[src/design/assert_macros.svh]
// Assertion helpers, included by the lookup core.
`ifndef ASSERT_MACROS_SVH
`define ASSERT_MACROS_SVH

// Check a property on every rising clock edge outside reset.
`define KSHL_ASSERT(label, prop, msg) \
  label: assert property (@(posedge clk_i) disable iff (!rst_ni) (prop)) else $error(msg);

// Check a property on every rising clock edge, reset included.
`define KSHL_ASSERT_ALWAYS(label, prop, msg) \
  label: assert property (@(posedge clk_i) (prop)) else $error(msg);

`endif

[src/design/kshl_pkg.sv]
package kshl_pkg;

  localparam int TableDepthDefault = 32;
  localparam int PrimCount         = 5;
  localparam int KeyW              = 32;
  localparam int IdW               = 3;

  // input command codes
  localparam logic [1:0] CMD_LOOKUP  = 2'd0;
  localparam logic [1:0] CMD_DEFINE  = 2'd1;
  localparam logic [1:0] CMD_RESTORE = 2'd2;

  // result status codes
  localparam logic [1:0] ST_OK   = 2'd0;
  localparam logic [1:0] ST_MISS = 2'd1;
  localparam logic [1:0] ST_FULL = 2'd2;

  typedef enum logic [1:0] {
    CELL_HOLD,
    CELL_INSERT,
    CELL_RESTORE
  } cell_op_e;

  typedef struct packed {
    logic [1:0] cmd;
    logic [7:0] ch;
    logic       last;
    logic [2:0] def_op;
  } in_item_t;

  typedef struct packed {
    logic [1:0]  status;
    logic [2:0]  op_found;
    logic [31:0] word_hash;
  } out_item_t;

  // broadcast from the control to every cell
  typedef struct packed {
    cell_op_e         op;
    logic [KeyW-1:0]  key;
    logic [IdW-1:0]   id;
  } cell_ctrl_t;

  // what a cell hands to its right-hand neighbour
  typedef struct packed {
    logic            valid;
    logic            gt;
    logic            eq;
    logic [KeyW-1:0] key;
    logic [IdW-1:0]  id;
  } cell_link_t;

  // primitive keyword sums: ANEXAR, ORDENAR, EXTRAER, MOSTRAR, INSERTAR
  function automatic logic [KeyW-1:0] prim_key(input int idx);
    logic [KeyW-1:0] k;
    k = '0;
    unique case (idx)
      0:       k = 32'd447;
      1:       k = 32'd523;
      2:       k = 32'd539;
      3:       k = 32'd552;
      4:       k = 32'd616;
      default: k = '0;
    endcase
    return k;
  endfunction

  function automatic logic [IdW-1:0] prim_id(input int idx);
    logic [IdW-1:0] v;
    v = '0;
    unique case (idx)
      0:       v = 3'd2;
      1:       v = 3'd3;
      2:       v = 3'd4;
      3:       v = 3'd1;
      4:       v = 3'd0;
      default: v = '0;
    endcase
    return v;
  endfunction

  function automatic logic [7:0] fold_upper(input logic [7:0] c);
    logic [7:0] r;
    r = c;
    if (c >= 8'h61 && c <= 8'h7A) begin
      r = c - 8'h20;
    end
    return r;
  endfunction

endpackage

[src/design/kshl_in_if.sv]
interface kshl_in_if;
  import kshl_pkg::*;

  logic     valid;
  logic     ready;
  in_item_t data;

  modport source (output valid, output data, input ready);
  modport sink (input valid, input data, output ready);
endinterface

[src/design/kshl_out_if.sv]
interface kshl_out_if;
  import kshl_pkg::*;

  logic      valid;
  logic      ready;
  out_item_t data;

  modport source (output valid, output data, input ready);
  modport sink (input valid, input data, output ready);
endinterface

[src/design/kshl_hash.sv]
module kshl_hash import kshl_pkg::*; (
  input  logic            clk_i,
  input  logic            rst_ni,
  input  logic            step_i,
  input  logic            clear_i,
  input  logic [7:0]      ch_i,
  output logic [KeyW-1:0] sum_o
);

  logic [KeyW-1:0] word_sum_q, word_sum_d;

  assign sum_o = word_sum_q + {{(KeyW-8){1'b0}}, fold_upper(ch_i)};

  // clear wins: it marks a word end or a table restore
  always_comb begin
    word_sum_d = word_sum_q;
    if (clear_i) begin
      word_sum_d = '0;
    end else if (step_i) begin
      word_sum_d = sum_o;
    end
  end

  always_ff @(posedge clk_i or negedge rst_ni) begin
    if (!rst_ni) begin
      word_sum_q <= '0;
    end else begin
      word_sum_q <= word_sum_d;
    end
  end

endmodule

[src/design/kshl_cell.sv]
module kshl_cell import kshl_pkg::*; #(
  parameter int CELL_IDX = 0
) (
  input  logic           clk_i,
  input  logic           rst_ni,
  input  cell_ctrl_t     ctrl_i,
  input  cell_link_t     prev_i,
  output cell_link_t     next_o,
  output logic           hit_o,
  output logic [IdW-1:0] hit_id_o
);

  localparam logic [KeyW-1:0] ResetKey   = prim_key(CELL_IDX);
  localparam logic [IdW-1:0]  ResetId    = prim_id(CELL_IDX);
  localparam logic            ResetValid = (CELL_IDX < PrimCount);

  logic            valid_q, valid_d;
  logic [KeyW-1:0] key_q, key_d;
  logic [IdW-1:0]  id_q, id_d;
  logic            gt, eq;

  assign gt = valid_q && (key_q > ctrl_i.key);
  assign eq = valid_q && (key_q == ctrl_i.key);

  assign next_o = '{valid: valid_q, gt: gt, eq: eq, key: key_q, id: id_q};

  // equal keys sit together, so only the leftmost equal cell reports
  assign hit_o    = eq && !prev_i.eq;
  assign hit_id_o = hit_o ? id_q : '0;

  always_comb begin
    valid_d = valid_q;
    key_d   = key_q;
    id_d    = id_q;
    unique case (ctrl_i.op)
      CELL_RESTORE: begin
        valid_d = ResetValid;
        key_d   = ResetKey;
        id_d    = ResetId;
      end
      CELL_INSERT: begin
        if (prev_i.gt) begin
          valid_d = 1'b1;
          key_d   = prev_i.key;
          id_d    = prev_i.id;
        end else if (gt || (!valid_q && prev_i.valid)) begin
          valid_d = 1'b1;
          key_d   = ctrl_i.key;
          id_d    = ctrl_i.id;
        end
      end
      default: begin
      end
    endcase
  end

  always_ff @(posedge clk_i or negedge rst_ni) begin
    if (!rst_ni) begin
      valid_q <= ResetValid;
    end else begin
      valid_q <= valid_d;
    end
  end

  always_ff @(posedge clk_i or negedge rst_ni) begin
    if (!rst_ni) begin
      key_q <= ResetKey;
      id_q  <= ResetId;
    end else begin
      key_q <= key_d;
      id_q  <= id_d;
    end
  end

endmodule

[src/design/keyword_sum_hash_sorted_lookup_core.sv]
// Channel | Dir | Payload                         | Handshake
// in_i    | in  | cmd, ch, last, def_op           | valid/ready
// out_o   | out | status, op_found, word_hash     | valid/ready
//
// One item a cycle: every cell compares its key with the word sum in the
// same cycle, so a lookup or an insert finishes in the cycle the item is taken.
// Results leave through a single output register, valid in the cycle after the item is taken.
// in_i.ready drops only while a result waits in that register with out_o.ready low.
// Reset is asynchronous and loads the five primitive keywords straight away.
`include "assert_macros.svh"

module keyword_sum_hash_sorted_lookup_core import kshl_pkg::*; #(
  parameter int TABLE_DEPTH = TableDepthDefault
) (
  input  logic clk_i,
  input  logic rst_ni,
  kshl_in_if.sink    in_i,
  kshl_out_if.source out_o
);

  logic            accept;
  logic            is_char, is_restore, is_define;
  logic            word_end, table_full, do_insert;
  logic [KeyW-1:0] sum;

  cell_ctrl_t       ctrl;
  cell_link_t       link [TABLE_DEPTH+1];
  logic [TABLE_DEPTH-1:0] hit;
  logic [IdW-1:0]   hit_id [TABLE_DEPTH];
  logic [TABLE_DEPTH-1:0] valid_vec;

  logic             any_hit;
  logic [IdW-1:0]   found_id;

  logic      out_valid_q, out_valid_d;
  out_item_t out_data_q, out_data_d;
  out_item_t result;
  logic      res_valid;

  // take an item whenever the output slot is free or emptying
  assign in_i.ready = !out_valid_q || out_o.ready;
  assign accept     = in_i.valid && in_i.ready;

  always_comb begin
    is_char    = 1'b0;
    is_restore = 1'b0;
    is_define  = 1'b0;
    unique case (in_i.data.cmd)
      CMD_LOOKUP:  is_char = 1'b1;
      CMD_DEFINE: begin
        is_char   = 1'b1;
        is_define = 1'b1;
      end
      CMD_RESTORE: is_restore = 1'b1;
      default: begin
        // unused code: drop the item
      end
    endcase
  end

  assign word_end   = accept && is_char && in_i.data.last;
  assign table_full = link[TABLE_DEPTH].valid;
  assign do_insert  = word_end && is_define && !table_full;

  // running word sum
  kshl_hash u_hash (
    .clk_i,
    .rst_ni,
    .step_i  (accept && is_char),
    .clear_i (word_end || (accept && is_restore)),
    .ch_i    (in_i.data.ch),
    .sum_o   (sum)
  );

  // broadcast to the cell row
  always_comb begin
    ctrl.key = sum;
    ctrl.id  = in_i.data.def_op;
    if (accept && is_restore) begin
      ctrl.op = CELL_RESTORE;
    end else if (do_insert) begin
      ctrl.op = CELL_INSERT;
    end else begin
      ctrl.op = CELL_HOLD;
    end
  end

  // left edge of the row: acts as a filled slot holding a small key
  assign link[0] = '{valid: 1'b1, gt: 1'b0, eq: 1'b0, key: '0, id: '0};

  for (genvar i = 0; i < TABLE_DEPTH; i++) begin : g_cell
    kshl_cell #(
      .CELL_IDX (i)
    ) u_cell (
      .clk_i,
      .rst_ni,
      .ctrl_i   (ctrl),
      .prev_i   (link[i]),
      .next_o   (link[i+1]),
      .hit_o    (hit[i]),
      .hit_id_o (hit_id[i])
    );
    assign valid_vec[i] = link[i+1].valid;
  end

  // at most one cell hits, so OR the ids together
  always_comb begin
    found_id = '0;
    for (int i = 0; i < TABLE_DEPTH; i++) begin
      found_id = found_id | hit_id[i];
    end
  end
  assign any_hit = |hit;

  // form the result of this item
  always_comb begin
    res_valid = word_end || (accept && is_restore);
    result    = '{status: ST_OK, op_found: '0, word_hash: sum};
    if (is_restore) begin
      result.word_hash = '0;
    end else if (is_define) begin
      if (table_full) begin
        result.status = ST_FULL;
      end
    end else if (any_hit) begin
      result.op_found = found_id;
    end else begin
      result.status = ST_MISS;
    end
  end

  // output register: load a new result, or drop the old one once taken
  always_comb begin
    out_valid_d = out_valid_q;
    out_data_d  = out_data_q;
    if (in_i.ready) begin
      out_valid_d = res_valid;
      if (res_valid) begin
        out_data_d = result;
      end
    end
  end

  always_ff @(posedge clk_i or negedge rst_ni) begin
    if (!rst_ni) begin
      out_valid_q <= 1'b0;
    end else begin
      out_valid_q <= out_valid_d;
    end
  end

  always_ff @(posedge clk_i) begin
    out_data_q <= out_data_d;
  end

  assign out_o.valid = out_valid_q;
  assign out_o.data  = out_data_q;

  // filled cells always form an unbroken run from the left
  `KSHL_ASSERT_ALWAYS(a_valid_prefix, (valid_vec & ~{valid_vec[TABLE_DEPTH-2:0], 1'b1}) == '0, "cell row has a gap")
  // a restore leaves exactly the primitive entries
  `KSHL_ASSERT(a_restore_count, (accept && is_restore) |=> ($countones(valid_vec) == PrimCount), "restore count wrong")
  // an insert adds exactly one entry
  `KSHL_ASSERT(a_insert_grows, do_insert |=> ($countones(valid_vec) == $past($countones(valid_vec)) + 1), "insert count wrong")

endmodule
[src/flat_wrapper.sv]
// flat-port wrapper written by rule: the top's interface ports become plain ports
module keyword_sum_hash_sorted_lookup_core_flat import kshl_pkg::*;
#(
  parameter int TABLE_DEPTH = TableDepthDefault
)
  (clk_i, rst_ni, in_i_valid, in_i_data, in_i_ready, out_o_valid, out_o_data, out_o_ready);
  kshl_in_if in_i_i ();
  kshl_out_if out_o_i ();
  input  logic clk_i;
  input  logic rst_ni;
  input wire logic [$bits(in_i_i.valid)-1:0] in_i_valid;
  input wire logic [$bits(in_i_i.data)-1:0] in_i_data;
  output wire logic [$bits(in_i_i.ready)-1:0] in_i_ready;
  output wire logic [$bits(out_o_i.valid)-1:0] out_o_valid;
  output wire logic [$bits(out_o_i.data)-1:0] out_o_data;
  input wire logic [$bits(out_o_i.ready)-1:0] out_o_ready;
  assign in_i_i.valid = in_i_valid;
  assign in_i_i.data = in_i_data;
  assign in_i_ready = in_i_i.ready;
  assign out_o_valid = out_o_i.valid;
  assign out_o_data = out_o_i.data;
  assign out_o_i.ready = out_o_ready;
  keyword_sum_hash_sorted_lookup_core #(.TABLE_DEPTH(TABLE_DEPTH)) u_core (.clk_i(clk_i), .rst_ni(rst_ni), .in_i(in_i_i), .out_o(out_o_i));
endmodule
[config.mk]
export PLATFORM = sky130hd
export DESIGN_NAME = keyword_sum_hash_sorted_lookup_core_flat
export DESIGN_NICKNAME = d
export VERILOG_FILES = /design/src/design/kshl_pkg.sv /design/src/design/kshl_in_if.sv /design/src/design/kshl_out_if.sv /design/src/design/kshl_hash.sv /design/src/design/kshl_cell.sv /design/src/design/keyword_sum_hash_sorted_lookup_core.sv /design/src/flat_wrapper.sv
export VERILOG_INCLUDE_DIRS = /design/src /design/src/design
export SDC_FILE = /design/constraint.sdc
export NUM_CORES = 2
export LEC_CHECK = 0
export BUFFER_PORTS_ARGS = -buffer_cell sky130_fd_sc_hd__buf_2
export CAP_MARGIN = 10
export CORE_UTILIZATION = 40
export DETAILED_ROUTE_END_ITERATION = 12
export PLACE_DENSITY = 0.55
export SYNTH_ARGS = -nofsm -noshare
export SYNTH_HDL_FRONTEND = slang
export SYNTH_SLANG_ARGS = --single-unit
[constraint.sdc]
create_clock -name clk_i -period 6.9 [get_ports clk_i]
set_input_delay 1.035 -clock clk_i [delete_from_list [all_inputs] [get_ports clk_i]]
set_output_delay 1.035 -clock clk_i [all_outputs]
set_load 0.01 [all_outputs]
==> metrics <==
Yosys Warn Count 0; Synth Register Bits 1,217; Synth Flop Type dfrtp_1; RSZ-0062 raised after global routing no; post-synthesis net count 9,596; Post-Syn Area 0.08026 mm²; startpoint types input pin; Crit Path Max Fanout 24; via count 74,440; CTS tree done; vias per cell 6.291; vias in the first global route 73,060; Cells after Synth 8,540; critical path class input pin to flip-flop; most common cell in the netlist dfrtp_1; post_cts resized 0; Critical Path End Type flip-flop; P_leak 46.69 nW; first-pass GRT wire length 505,000 µm; CTS Buffer Depth 3; Buffers on Ports 56; sequential area share after synthesis 38.22%; Synth top cells by count dfrtp_1 (1,151), ha_1 (1,037), nand2_1 (842), o21ai_0 (792), a21oi_1 (604); share of cells above drive strength 1 14.92%; Die Area 0.2024 mm²; CTS Sinks 1,217; final hold violations 0; VDD IR max 0.0002483 V; R2R setup slack 0.70 ns; non-filler cells, final 11,830; Initial Util 40.24%; final wirelength 345,000 µm; Worst R2R Path Depth 22; 1st-pass router iterations 6; R2R Path Start u_core.u_hash.word_sum_q[0]$_DFFE_PN0P_; CTS Hold Buffers Added 0; core region area 0.1995 mm²; clock-pin slew on the worst setup and hold paths 0.06 ns; row count 164; GRT Util Overall 33.46%; routed length per instance 29.15 µm; final period utilization 93.16%; antenna violations before repair 35; area leader, netlist dfrtp_1; Final Critical Period 6.428 ns; cts bufs inserted 148; gpl congestion 0.9925; die height 449.9 µm; Power, Total 0.02222 W; ANT nets after route 0; Clock Skew 0.03074 ns; worst slew pin tran 1.456 ns; status finished clean; Post-synth EDFFs 37; Max-Cap Viols 0; Max-slew headroom 2.596%; Reg area 0.03068 mm²; RR Endpoint u_core.out_o.data[32]$_SDFFCE_PP0P_; Clock Latency Late Sink 0.83 ns; fin. max-slew vios 0; largest net degree at the start of global routing 169; Required @ worst endpoint 7.56 ns; top cells by area, synth dfrtp_1 (36%), ha_1 (16%), mux2i_1 (6.4%); fillers 18,600; die width 449.9 µm; hpwl dp 250,700 µm; hold slack 0.1396 ns; f_max 155.6 MHz; syn avg cell area 9.398 µm²; num ports 57; setup violators final 0; multi-input logic area 0.04717 mm²; Root Buffer clkbuf_16; global route overflow 0; CTS HTree Levels 4; top cell type's share of synthesized area 35.89%; Nets 10,100; placed cells 11,550; area delta synth->final 19.16%; Synth cell types 98; initial DRC count 7,812; Worst setup endpoint u_core.out_o.data[32]$_SDFFCE_PP0P_; pwr dens 232.3 mW/mm²; Min-Delay Path Class input pin to asynchronous set/reset pin; Crit. Startpoint in_i_data[5]; DRC errors left 0; fraction of registers with async set or reset after synthesis 96.96%; Worst EP arrival 7.09 ns; post-CTS setup buffers 0
-- kinds of logic after synthesis --
family	Yosys count	synth area share (%)
AOI/OAI and AO/OA	2364	19.25
xor gates and xnor gates	29	0.3398
adders and majority gates	1038	16.19
and+or+nand+nor	2611	15.31
DFF	1217	38.22
muxes	563	7.104
buffers and inverters	718	3.590
-- worst min-delay path by stage --
stage / from / to / slack, ns / cells after the start
finish: rst_ni / u_core.g_cell[2].u_cell.key_q[26]$_DFFE_PN0P_ / 0.14 / 1
floorplan: u_core.u_hash.word_sum_q[2]$_DFFE_PN0P_ / u_core.u_hash.word_sum_q[2]$_DFFE_PN0P_ / 0.45 / 2
global route: rst_ni / u_core.g_cell[2].u_cell.key_q[24]$_DFFE_PN0P_ / 0.20 / 1
CTS: rst_ni / u_core.g_cell[2].u_cell.key_q[24]$_DFFE_PN0P_ / 0.23 / 1
global placement: u_core.g_cell[14].u_cell.key_q[0]$_DFFE_PN0P_ / u_core.g_cell[14].u_cell.key_q[0]$_DFFE_PN0P_ / 0.48 / 2
detailed placement: u_core.u_hash.word_sum_q[5]$_DFFE_PN0P_ / u_core.u_hash.word_sum_q[5]$_DFFE_PN0P_ / 0.49 / 2
-- stage by stage --
stage | instance area [µm²] | util [%] | setup WS, ns | TNS, ns
finish | 95640 | 47.95 | 0.4719 | 0
global route | 95600 | 47.93 | 0.2300 | 0
CTS | 95580 | 47.92 | 0.5602 | 0
detailed placement | 90590 | 45.42 | -0.2802 | -0.8075
global placement | 90590 | 45.42 | -0.2592 | -1.189
floorplan | 80260 | - | 0.1018 | 0
-- flip-flops by register name, summed over array words and instances, names as in the netlist --
signal	flops
u_core.g_cell.u_cell.id_q	96
u_core.u_hash.word_sum_q	32
u_core.g_cell.u_cell.valid_q	27
u_core.out_o.data	37
u_core.g_cell.u_cell.key_q	1024
u_core.out_o.valid	1
-- cell type report --
type                    count  area share, %
diodes                     23        0.06018
clock buffers             210          4.465
clock inverters            56         0.7549
inverters                 150         0.6110
multi-input cells        6605          49.32
flip-flops and latches   1217          32.08
well taps                2656          3.475
repair buffers            917          9.239
-- critical path, stage by stage --
cell	delay, ns
buf_2	0.12
a21oi_1	0.13
o21ai_0	0.10
nor4_1	0.28
buf_4	0.18
nor2_1	0.04
ha_1	0.31
inv_1	0.12
o22ai_1	0.11
buf_4	0.15
buf_4	0.13
o211ai_1	0.47
buf_4	0.26
o21ai_0	0.10
o21ai_2	0.09
clkinv_2	0.13
buf_12	0.19
ha_1	0.37
nand4_1	0.17
nor4_1	0.71
nand3_1	0.25
nor3_1	0.77
nor4_1	0.13
nand4_1	0.18
o21ai_0	0.11
buf_4	0.19
a31oi_1	0.17
-- routing by layer --
layer | global-route usage, % | part of all wire [%]
met1 | 44.97 | 42
met2 | 49.77 | 43
met3 | 7.302 | 8.6
met4 | 18.45 | 6.1
met5 | 0 | 0.073
-- power breakdown --
| part | switching (W) | total (W) | leakage (nW) | internal (W) |
|---|---|---|---|---|
| registers | 0.000249 | 0.00766 | 16.6 | 0.00741 |
| clock network | 0.00343 | 0.00827 | 2.44 | 0.00484 |
| logic | 0.00380 | 0.00629 | 27.7 | 0.00249 |
| total | 0.00748 | 0.0222 | 46.7 | 0.0147 |
-- placed cells by master, fill, tap and decap left out, types with 32 or more instances in the layout --
master        n
a211oi_1     32
a21o_1       99
a21oi_1     601
a221o_1     377
a22oi_1      73
and3_1       52
and4_1       51
buf_12      167
buf_2        55
buf_4       695
clkbuf_1     32
clkbuf_16   151
clkinv_2     38
dfrtp_1    1151
edfxtp_1     37
ha_1       1035
inv_1       119
mux2_2       52
mux2i_1     510
nand2_1     838
nand3_1     520
nand4_1     271
nor2_1      529
nor2b_1      54
nor3_1      122
nor4_1       54
o211ai_1     54
o21a_1       37
o21ai_0     785
o31ai_1      35
Power figures use the tool's default switching activity.
